<file path="src/hw/rtl/i2p_pkg.sv">
// ----------------------------------------------------------------------------
// i2p_pkg: shared constants and helpers for the infix to postfix converter
// Character codes, stack sizing and the symbol class checks.
// ----------------------------------------------------------------------------
package i2p_pkg;

    // Operator stack sizing
    localparam int STACK_DEPTH = 32;
    localparam int MAX_RESULTS = 32;
    localparam int CNT_W       = $clog2(STACK_DEPTH + 1);
    localparam int IDX_W       = $clog2(STACK_DEPTH);
    localparam int EMIT_W      = $clog2(MAX_RESULTS + 1);
    localparam int SYM_W       = 8;

    // Character codes
    localparam logic [SYM_W-1:0] CH_END    = 8'd48;
    localparam logic [SYM_W-1:0] CH_UPPR_A = 8'd65;
    localparam logic [SYM_W-1:0] CH_UPPR_Z = 8'd90;
    localparam logic [SYM_W-1:0] CH_LOWR_A = 8'd97;
    localparam logic [SYM_W-1:0] CH_LOWR_Z = 8'd122;
    localparam logic [SYM_W-1:0] CH_MUL    = 8'd42;
    localparam logic [SYM_W-1:0] CH_ADD    = 8'd43;
    localparam logic [SYM_W-1:0] CH_SUB    = 8'd45;
    localparam logic [SYM_W-1:0] CH_DIV    = 8'd47;
    localparam logic [SYM_W-1:0] CH_RPAREN = 8'd41;
    localparam logic [SYM_W-1:0] CH_LPAREN = 8'd40;

    function automatic logic is_letter(input logic [SYM_W-1:0] c);
        return ((c >= CH_UPPR_A) && (c <= CH_UPPR_Z)) ||
               ((c >= CH_LOWR_A) && (c <= CH_LOWR_Z));
    endfunction

    function automatic logic is_muldiv(input logic [SYM_W-1:0] c);
        return (c == CH_MUL) || (c == CH_DIV);
    endfunction

    function automatic logic is_addsub(input logic [SYM_W-1:0] c);
        return (c == CH_ADD) || (c == CH_SUB);
    endfunction

    function automatic logic is_arith(input logic [SYM_W-1:0] c);
        return is_muldiv(c) || is_addsub(c);
    endfunction

endpackage

</file>
<file path="src/hw/rtl/i2p_ram.sv">
// ----------------------------------------------------------------------------
// i2p_ram: generic single-write, single-read RAM
// One write port, one read port, read data registered.
// ----------------------------------------------------------------------------
module i2p_ram #(
    parameter int WIDTH = 8,
    parameter int DEPTH = 32
) (
    input  logic                     i_clk,
    input  logic                     i_we,
    input  logic [$clog2(DEPTH)-1:0] i_waddr,
    input  logic [WIDTH-1:0]         i_wdata,
    input  logic [$clog2(DEPTH)-1:0] i_raddr,
    output logic [WIDTH-1:0]         o_rdata
);

    logic [WIDTH-1:0] r_mem [DEPTH];
    logic [WIDTH-1:0] r_rdata;

    // Write port and registered read port
    always_ff @(posedge i_clk) begin
        if (i_we) begin
            r_mem[i_waddr] <= i_wdata;
        end
        r_rdata <= r_mem[i_raddr];
    end

    assign o_rdata = r_rdata;

endmodule

</file>
<file path="src/hw/rtl/infix_to_postfix_converter_top.sv">
// ----------------------------------------------------------------------------
// infix_to_postfix_converter_top: shunting-yard infix to postfix converter
// Takes one ASCII character per transaction and emits postfix characters,
// keeping the operator stack in a small synchronous RAM.
// ----------------------------------------------------------------------------
// Usage:
//   Input channel (i_valid/o_ready, i_symbol) takes one character per
//   transaction. The output channel (o_valid/i_ready) returns one or more
//   results per character; o_last_of_run marks the final one, and a
//   character that emits nothing returns one result with o_has_symbol low.
//   Character '0' ends the expression: the stack is flushed and the sticky
//   overflow flag is cleared after its last result.
// Sequencing:
//   A letter goes straight to the output step. Any other character goes
//   through the push step first; an operator, ')' or '0' first pops the stack,
//   where each pop presents the address, then gets the registered RAM read.
//   The next character is taken once the last result sits in the output
//   register.
// Reset: i_rst_n (synchronous, active low) empties the stack and clears the
//   overflow flag; RAM contents are not cleared and need no clearing pass.
// Stalls: while i_ready is low the output register holds its result and a
//   pop that emits waits on it; input stays not ready until the run completes.
// ----------------------------------------------------------------------------
module infix_to_postfix_converter_top
    import i2p_pkg::*;
(
    input  logic             i_clk,
    input  logic             i_rst_n,
    input  logic             i_valid,
    output logic             o_ready,
    input  logic [SYM_W-1:0] i_symbol,
    output logic             o_valid,
    input  logic             i_ready,
    output logic [SYM_W-1:0] o_out_symbol,
    output logic             o_has_symbol,
    output logic             o_last_of_run,
    output logic             o_overflow
);

    typedef enum logic [2:0] {
        S_IDLE,
        S_WAIT,
        S_POP,
        S_FIN,
        S_LAST
    } t_state;

    t_state             r_state,      n_state;
    logic [SYM_W-1:0]   r_sym,        n_sym;
    logic [CNT_W-1:0]   r_count,      n_count;
    logic               r_ovf,        n_ovf;
    logic [EMIT_W-1:0]  r_emit_cnt,   n_emit_cnt;
    logic               r_pend_valid, n_pend_valid;
    logic [SYM_W-1:0]   r_pend_sym,   n_pend_sym;
    logic               r_o_valid,    n_o_valid;
    logic [SYM_W-1:0]   r_o_sym,      n_o_sym;
    logic               r_o_has,      n_o_has;
    logic               r_o_last,     n_o_last;
    logic               r_o_ovf,      n_o_ovf;

    logic               w_accept;
    logic               w_out_free;
    logic [CNT_W-1:0]   w_count_m1;
    logic [IDX_W-1:0]   w_raddr;
    logic [SYM_W-1:0]   w_top;
    logic               w_we;
    logic [IDX_W-1:0]   w_waddr;
    logic               w_take;
    logic               w_emit;
    logic               w_stall;

    assign w_accept   = i_valid && o_ready;
    assign w_out_free = !r_o_valid || i_ready;
    assign w_count_m1 = r_count - CNT_W'(1);
    assign w_raddr    = w_count_m1[IDX_W-1:0];
    assign w_waddr    = r_count[IDX_W-1:0];

    // Operator stack storage; read address always tracks the top entry
    i2p_ram #(
        .WIDTH (SYM_W),
        .DEPTH (STACK_DEPTH)
    ) u_stack (
        .i_clk   (i_clk),
        .i_we    (w_we),
        .i_waddr (w_waddr),
        .i_wdata (r_sym),
        .i_raddr (w_raddr),
        .o_rdata (w_top)
    );

    // Pop decision for the current top entry
    always_comb begin
        w_take = 1'b0;
        w_emit = 1'b0;
        if (r_sym == CH_END || r_sym == CH_RPAREN) begin
            w_take = 1'b1;
            w_emit = is_arith(w_top);
        end else if (is_addsub(r_sym)) begin
            w_take = is_arith(w_top);
            w_emit = w_take;
        end else begin
            w_take = is_muldiv(w_top);
            w_emit = w_take;
        end
        // Emissions past the per-item limit are dropped
        if (r_emit_cnt >= EMIT_W'(MAX_RESULTS)) begin
            w_emit = 1'b0;
        end
    end

    // A new emission must first move the pending one out
    assign w_stall = w_emit && r_pend_valid && !w_out_free;

    // Sequencer next-state logic
    always_comb begin
        n_state      = r_state;
        n_sym        = r_sym;
        n_count      = r_count;
        n_ovf        = r_ovf;
        n_emit_cnt   = r_emit_cnt;
        n_pend_valid = r_pend_valid;
        n_pend_sym   = r_pend_sym;
        n_o_valid    = r_o_valid && !i_ready;
        n_o_sym      = r_o_sym;
        n_o_has      = r_o_has;
        n_o_last     = r_o_last;
        n_o_ovf      = r_o_ovf;
        w_we         = 1'b0;

        unique case (r_state)
            S_IDLE: begin
                if (w_accept) begin
                    n_sym      = i_symbol;
                    n_emit_cnt = '0;
                    if (is_letter(i_symbol)) begin
                        n_pend_valid = 1'b1;
                        n_pend_sym   = i_symbol;
                        n_emit_cnt   = EMIT_W'(1);
                        n_state      = S_LAST;
                    end else if (i_symbol == CH_END || i_symbol == CH_RPAREN ||
                                 is_arith(i_symbol)) begin
                        n_state = S_WAIT;
                    end else begin
                        n_state = S_FIN;
                    end
                end
            end
            S_WAIT: begin
                // RAM read of the top entry is in flight
                n_state = (r_count == '0) ? S_FIN : S_POP;
            end
            S_POP: begin
                if (!w_take) begin
                    n_state = S_FIN;
                end else if (!w_stall) begin
                    n_count = w_count_m1;
                    if (w_emit) begin
                        if (r_pend_valid) begin
                            n_o_valid = 1'b1;
                            n_o_sym   = r_pend_sym;
                            n_o_has   = 1'b1;
                            n_o_last  = 1'b0;
                            n_o_ovf   = r_ovf;
                        end
                        n_pend_valid = 1'b1;
                        n_pend_sym   = w_top;
                        n_emit_cnt   = r_emit_cnt + EMIT_W'(1);
                    end
                    if (r_sym == CH_RPAREN && w_top == CH_LPAREN) begin
                        n_state = S_FIN;
                    end else begin
                        n_state = S_WAIT;
                    end
                end
            end
            S_FIN: begin
                // Push the symbol unless it is an end or close character; a full stack sets the overflow flag
                if (r_sym != CH_END && r_sym != CH_RPAREN) begin
                    if (r_count < CNT_W'(STACK_DEPTH)) begin
                        w_we    = 1'b1;
                        n_count = r_count + CNT_W'(1);
                    end else begin
                        n_ovf = 1'b1;
                    end
                end
                n_state = S_LAST;
            end
            S_LAST: begin
                if (w_out_free) begin
                    n_o_valid    = 1'b1;
                    n_o_sym      = r_pend_valid ? r_pend_sym : '0;
                    n_o_has      = r_pend_valid;
                    n_o_last     = 1'b1;
                    n_o_ovf      = r_ovf;
                    n_pend_valid = 1'b0;
                    if (r_sym == CH_END) begin
                        n_ovf = 1'b0;
                    end
                    n_state = S_IDLE;
                end
            end
            default: begin
                n_state = S_IDLE;
            end
        endcase
    end

    // State and registered outputs
    always_ff @(posedge i_clk) begin
        r_sym      <= n_sym;
        r_emit_cnt <= n_emit_cnt;
        r_pend_sym <= n_pend_sym;
        r_o_sym    <= n_o_sym;
        r_o_has    <= n_o_has;
        r_o_last   <= n_o_last;
        r_o_ovf    <= n_o_ovf;
        if (!i_rst_n) begin
            r_state      <= S_IDLE;
            r_count      <= '0;
            r_ovf        <= 1'b0;
            r_pend_valid <= 1'b0;
            r_o_valid    <= 1'b0;
        end else begin
            r_state      <= n_state;
            r_count      <= n_count;
            r_ovf        <= n_ovf;
            r_pend_valid <= n_pend_valid;
            r_o_valid    <= n_o_valid;
        end
    end

    assign o_ready       = (r_state == S_IDLE);
    assign o_valid       = r_o_valid;
    assign o_out_symbol  = r_o_sym;
    assign o_has_symbol  = r_o_has;
    assign o_last_of_run = r_o_last;
    assign o_overflow    = r_o_ovf;

    // ------------------------------------------------------------------------
    // Assertions
    // ------------------------------------------------------------------------
    a_count_range: assert property (@(posedge i_clk) disable iff (!i_rst_n)
        r_count <= CNT_W'(STACK_DEPTH))
        else $error("stack count exceeds depth");

    a_busy_after_accept: assert property (@(posedge i_clk) disable iff (!i_rst_n)
        w_accept |=> !o_ready)
        else $error("input taken again before run completed");

    a_no_pending_idle: assert property (@(posedge i_clk) disable iff (!i_rst_n)
        (r_state == S_IDLE) |-> !r_pend_valid)
        else $error("pending result left behind at end of run");

    a_end_clears_ovf: assert property (@(posedge i_clk) disable iff (!i_rst_n)
        (r_state == S_LAST && w_out_free && r_sym == CH_END) |=> !r_ovf)
        else $error("overflow flag not cleared by end character");

endmodule

</file>
<file path="config.mk">
export PLATFORM = sky130hd
export DESIGN_NAME = infix_to_postfix_converter_top
export DESIGN_NICKNAME = d
export VERILOG_FILES = /design/src/hw/rtl/i2p_pkg.sv /design/src/hw/rtl/i2p_ram.sv /design/src/hw/rtl/infix_to_postfix_converter_top.sv
export SDC_FILE = /design/constraint.sdc
export NUM_CORES = 1
export LEC_CHECK = 0
export ABC_AREA = 1
export BUFFER_PORTS_ARGS = -buffer_cell sky130_fd_sc_hd__buf_2
export CORE_MARGIN = 8
export CORE_UTILIZATION = 55
export DETAILED_ROUTE_END_ITERATION = 12
export MAX_ROUTING_LAYER = met4
export PLACE_DENSITY = 0.73
export SLEW_MARGIN = 10
export SYNTH_ARGS = -nofsm -noshare
export SYNTH_HDL_FRONTEND = slang
export SYNTH_SLANG_ARGS = --single-unit
export TNS_END_PERCENT = 20
</file>
<file path="constraint.sdc">
create_clock -name i_clk -period 3.4 [get_ports i_clk]
set_input_delay 0.34 -clock i_clk [delete_from_list [all_inputs] [get_ports i_clk]]
set_output_delay 0.34 -clock i_clk [all_outputs]
set_load 0.02 [all_outputs]
</file>
==> load_flow_metrics.sql <==
INSERT INTO impl_metrics (metric_group, metric, value, unit) VALUES
('cells_and_area', 'final_cell_mix', '289 x sky130_fd_sc_hd__edfxtp_1, 251 x sky130_fd_sc_hd__nor2_1, 150 x sky130_fd_sc_hd__o21ai_0', ''),
('synth', 'muxShareOfSynthArea', '0.01298', ''),
('timing', 'fmaxAchievable', '0.3745', 'GHz'),
('worst_setup_path', 'crit_family', 'simple AND/OR/NAND/NOR gates', ''),
('worst_setup_path', 'timing.rr.end', 'u_stack.r_mem[18][1]', ''),
('synth', 'synth_cell_types', '37', ''),
('cells_and_area', 'multiInputGateArea', '3430', 'um2'),
('worst_setup_path', 'r2r.worst_path.cells', '9', ''),
('timing', 'tightest_slew', '0.9330', 'ns'),
('clocking', 'clkLatencyLatePin', '0.56', 'ns'),
('worst_setup_path', 'startpoint_type', 'register', ''),
('synth', 'yosys.area_share.simple', '0.1220', ''),
('worst_setup_path', 'critPathRequiredTime', '3.58', 'ns'),
('worst_setup_path', 'setup.worst_path.end_class', 'register', ''),
('placement', 'port_buffers', '24', ''),
('cells_and_area', 'flow.area_growth_from_synthesis', '11.45', '%'),
('synth', 'synth_compound_gate_area_share', '0.1115', ''),
('floorplan', 'pin_count', '25', ''),
('placement', 'place_inst', '1448', ''),
('cells_and_area', 'diodes', '0', ''),
('timing', 'slew_headroom', '0.3757', ''),
('clocking', 'max-clock-path-buffers', '3', ''),
('synth', 'synth_edf_count', '289', ''),
('timing', 'timing.clock.skew', '0.01836', 'ns'),
('routing', 'via_count', '8679', ''),
('timing', 'slew_viol_final', '0', ''),
('cells_and_area', 'seqCellArea', '9082', 'um2'),
('worst_setup_path', 'cp_cell_sequence', 'buf_4 > inv_1 > nand2_1 > nor2_1 > nand2_1 > nand2_2 > nor2_2 > nand2_2 > nor2_1', ''),
('cells_and_area', 'final.fill_count', '1861', ''),
('clocking', 'hold_buffer_count_at_cts', '0', ''),
('status', 'outcome', 'finished clean', ''),
('global_routing', 'largest_net_degree_at_the_start_of_global_routing', '133', ''),
('power_and_ir_drop', 'p_total', '14.12', 'mW'),
('placement', 'globalplace.congestion', '0.8717', ''),
('worst_setup_path', 'cp_max_fo', '34', ''),
('synth', 'register_area_share_after_synthesis', '0.6927', ''),
('synth', 'xor_xnor_share_of_the_synthesized_area', '0.007542', ''),
('synth', 'share_of_synthesized_flip_flops_with_an_asynchronous_set_or_reset', '0', ''),
('synth', 'synth_cells', '1114', ''),
('worst_setup_path', 'setup.worst_path.start', 'r_sym[2]', ''),
('cells_and_area', 'post-route-util', '0.6241', ''),
('floorplan', 'num_rows', '56', ''),
('power_and_ir_drop', 'static-leakage-power', '5.069', 'nW'),
('min_path', 'hold_start', 'i_symbol[6]', ''),
('clocking', 'cts.repair.resized', '0', ''),
('cells_and_area', 'nNetsFinal', '1181', ''),
('synth', 'netlist_area', '13110', 'um2'),
('cells_and_area', 'final_layout_size_suffix_gt1_frac', '0.1239', ''),
('global_routing', 'grt_first_pass_wirelength', '45.36', 'mm'),
('timing', 'final.period_utilization', '0.7854', ''),
('worst_setup_path', 'timing.critical_path.slowest_stage_cell', 'sky130_fd_sc_hd__nor2_1', ''),
('worst_setup_path', 'buffers_plus_inverters_on_the_worst_setup_path', '2', ''),
('floorplan', 'fp.dieW', '170.4', 'um'),
('timing', 'hold_violations', '0', ''),
('synth', 'ys_dominant_reg_cell', 'sky130_fd_sc_hd__edfxtp_1', ''),
('synth', 'yosysTopAreaCell', 'sky130_fd_sc_hd__edfxtp_1', ''),
('clocking', 'clk_pin_slew', '0.06', 'ns'),
('clocking', 'clk_root_buf', 'sky130_fd_sc_hd__clkbuf_16', ''),
('min_path', 'min_delay_worst_endpoint', 'r_sym[6]', ''),
('routing', 'initialDrtViolationCount', '905', ''),
('timing', 'totalNegativeSetupSlack', '0', 'ns'),
('min_path', 'worst_hold_path_type', 'input port to register', ''),
('worst_setup_path', 'r2r_start', 'r_sym[2]', ''),
('clocking', 'cts.htree.levels', '1', ''),
('synth', 'synth_top_family_by_area', 'simple AND/OR/NAND/NOR gates', ''),
('floorplan', 'die_height', '170.4', 'um'),
('cells_and_area', 'instances_no_fill', '1505', ''),
('power_and_ir_drop', 'peakVddDrop', '0.6828', 'mV'),
('placement', 'place_hpwl', '18.34', 'mm'),
('global_routing', 'overflow_left_after_global_routing', '0', ''),
('synth', 'synth_adder_area_share', '0.006683', '');
-- layout make-up --
type                            instances  share of cell area
Sequential cell                       309              0.6218
Multi-Input combinational cell        677              0.2348
Clock buffer                           34             0.05388
Timing Repair Buffer                   69             0.03306
Tap cell                              319             0.02733
Inverter                               74             0.01927
Clock inverter                         23            0.009851
-- routing by layer --
metal,wire (um),vias to the layer above,part of all wire,global-route usage
met5,0,-,0,-
met4,822,0,0.028,0.07285
met3,2605,60,0.088,0.03035
met2,13750,432,0.47,0.3237
met1,12320,4129,0.42,0.2752
li1,-,4058,-,-
-- worst reg2reg max path, delay by kind of cell, from the launching register on --
kind / cells / cell delay [ns]
buf+inv: 2 / 0.48
flops: 1 / 0.33
simple gates: 7 / 1.48
-- sequential cells by signal (all words and copies together), names as in the netlist --
name	flops
o_valid	1
r_count	6
r_sym	8
o_has_symbol	1
r_emit_cnt	6
r_pend_sym	8
r_pend_valid	1
r_state	3
r_ovf	1
u_stack.r_mem	256
o_overflow	1
o_last_of_run	1
o_out_symbol	8
u_stack.o_rdata	8
-- power breakdown --
group          internal [mW]  switching [mW]  total (mW)  leakage (nW)
sequential              4.71           0.227        4.94          2.78
combinational           1.88            4.18        6.06          1.84
clock                   1.74            1.38        3.12         0.454
total                   8.33            5.79        14.1          5.07
-- per-stage QoR --
step | instance area (um2) | hold WS, ns | setup slack [ns]
after floorplan | 13110 | 0.4082 | 0.7056
after global placement | 13680 | 0.4129 | 0.8686
after detailed placement | 13680 | 0.4288 | 0.7634
after CTS | 14610 | 0.01363 | 0.7502
after global routing | 14610 | 0.01296 | 0.5425
final | 14610 | 0.03582 | 0.7296
-- synthesized netlist by cell type (2+ instances only) --
cell                       number
sky130_fd_sc_hd__nand2_2        5
sky130_fd_sc_hd__nor2_1       251
sky130_fd_sc_hd__xor2_1         4
sky130_fd_sc_hd__buf_2         15
sky130_fd_sc_hd__ha_1           7
sky130_fd_sc_hd__nand2_1       84
sky130_fd_sc_hd__nor2_2         4
sky130_fd_sc_hd__nor3_1        10
sky130_fd_sc_hd__buf_4          9
sky130_fd_sc_hd__o211ai_1      21
sky130_fd_sc_hd__dfxtp_1       20
sky130_fd_sc_hd__inv_1         65
sky130_fd_sc_hd__nand3_1       23
sky130_fd_sc_hd__inv_2          6
sky130_fd_sc_hd__o32ai_1        8
sky130_fd_sc_hd__o221ai_1       2
sky130_fd_sc_hd__edfxtp_1     289
sky130_fd_sc_hd__mux2i_1       17
sky130_fd_sc_hd__a21oi_1       17
sky130_fd_sc_hd__buf_6         10
sky130_fd_sc_hd__clkbuf_1      19
sky130_fd_sc_hd__o211ai_2      10
sky130_fd_sc_hd__nand4_1       12
sky130_fd_sc_hd__o21ai_1       21
sky130_fd_sc_hd__o21ai_0      150
sky130_fd_sc_hd__clkinv_1       2
sky130_fd_sc_hd__o22ai_1       23
-- how the worst max path moves through the flow --
stage	to	cells past startpoint
finish	u_stack.r_mem[18][1]	9
CTS	u_stack.r_mem[18][7]	9
detailed placement	u_stack.r_mem[18][1]	9
global placement	u_stack.r_mem[24][7]	9
floorplan	o_has_symbol	10
global route	u_stack.r_mem[18][2]	9
-- cells by family (layout without fill, tap and decap cells) --
kind of cell / Yosys count / in the layout
AOI/OAI and AO/OA: 253 / 253
xor gates and xnor gates: 7 / 7
adders and majority gates: 7 / 7
buffers and inverters: 128 / 200
DFF: 309 / 309
muxes: 17 / 17
and+or+nand+nor: 393 / 393
(Power assumes the default switching activity.)
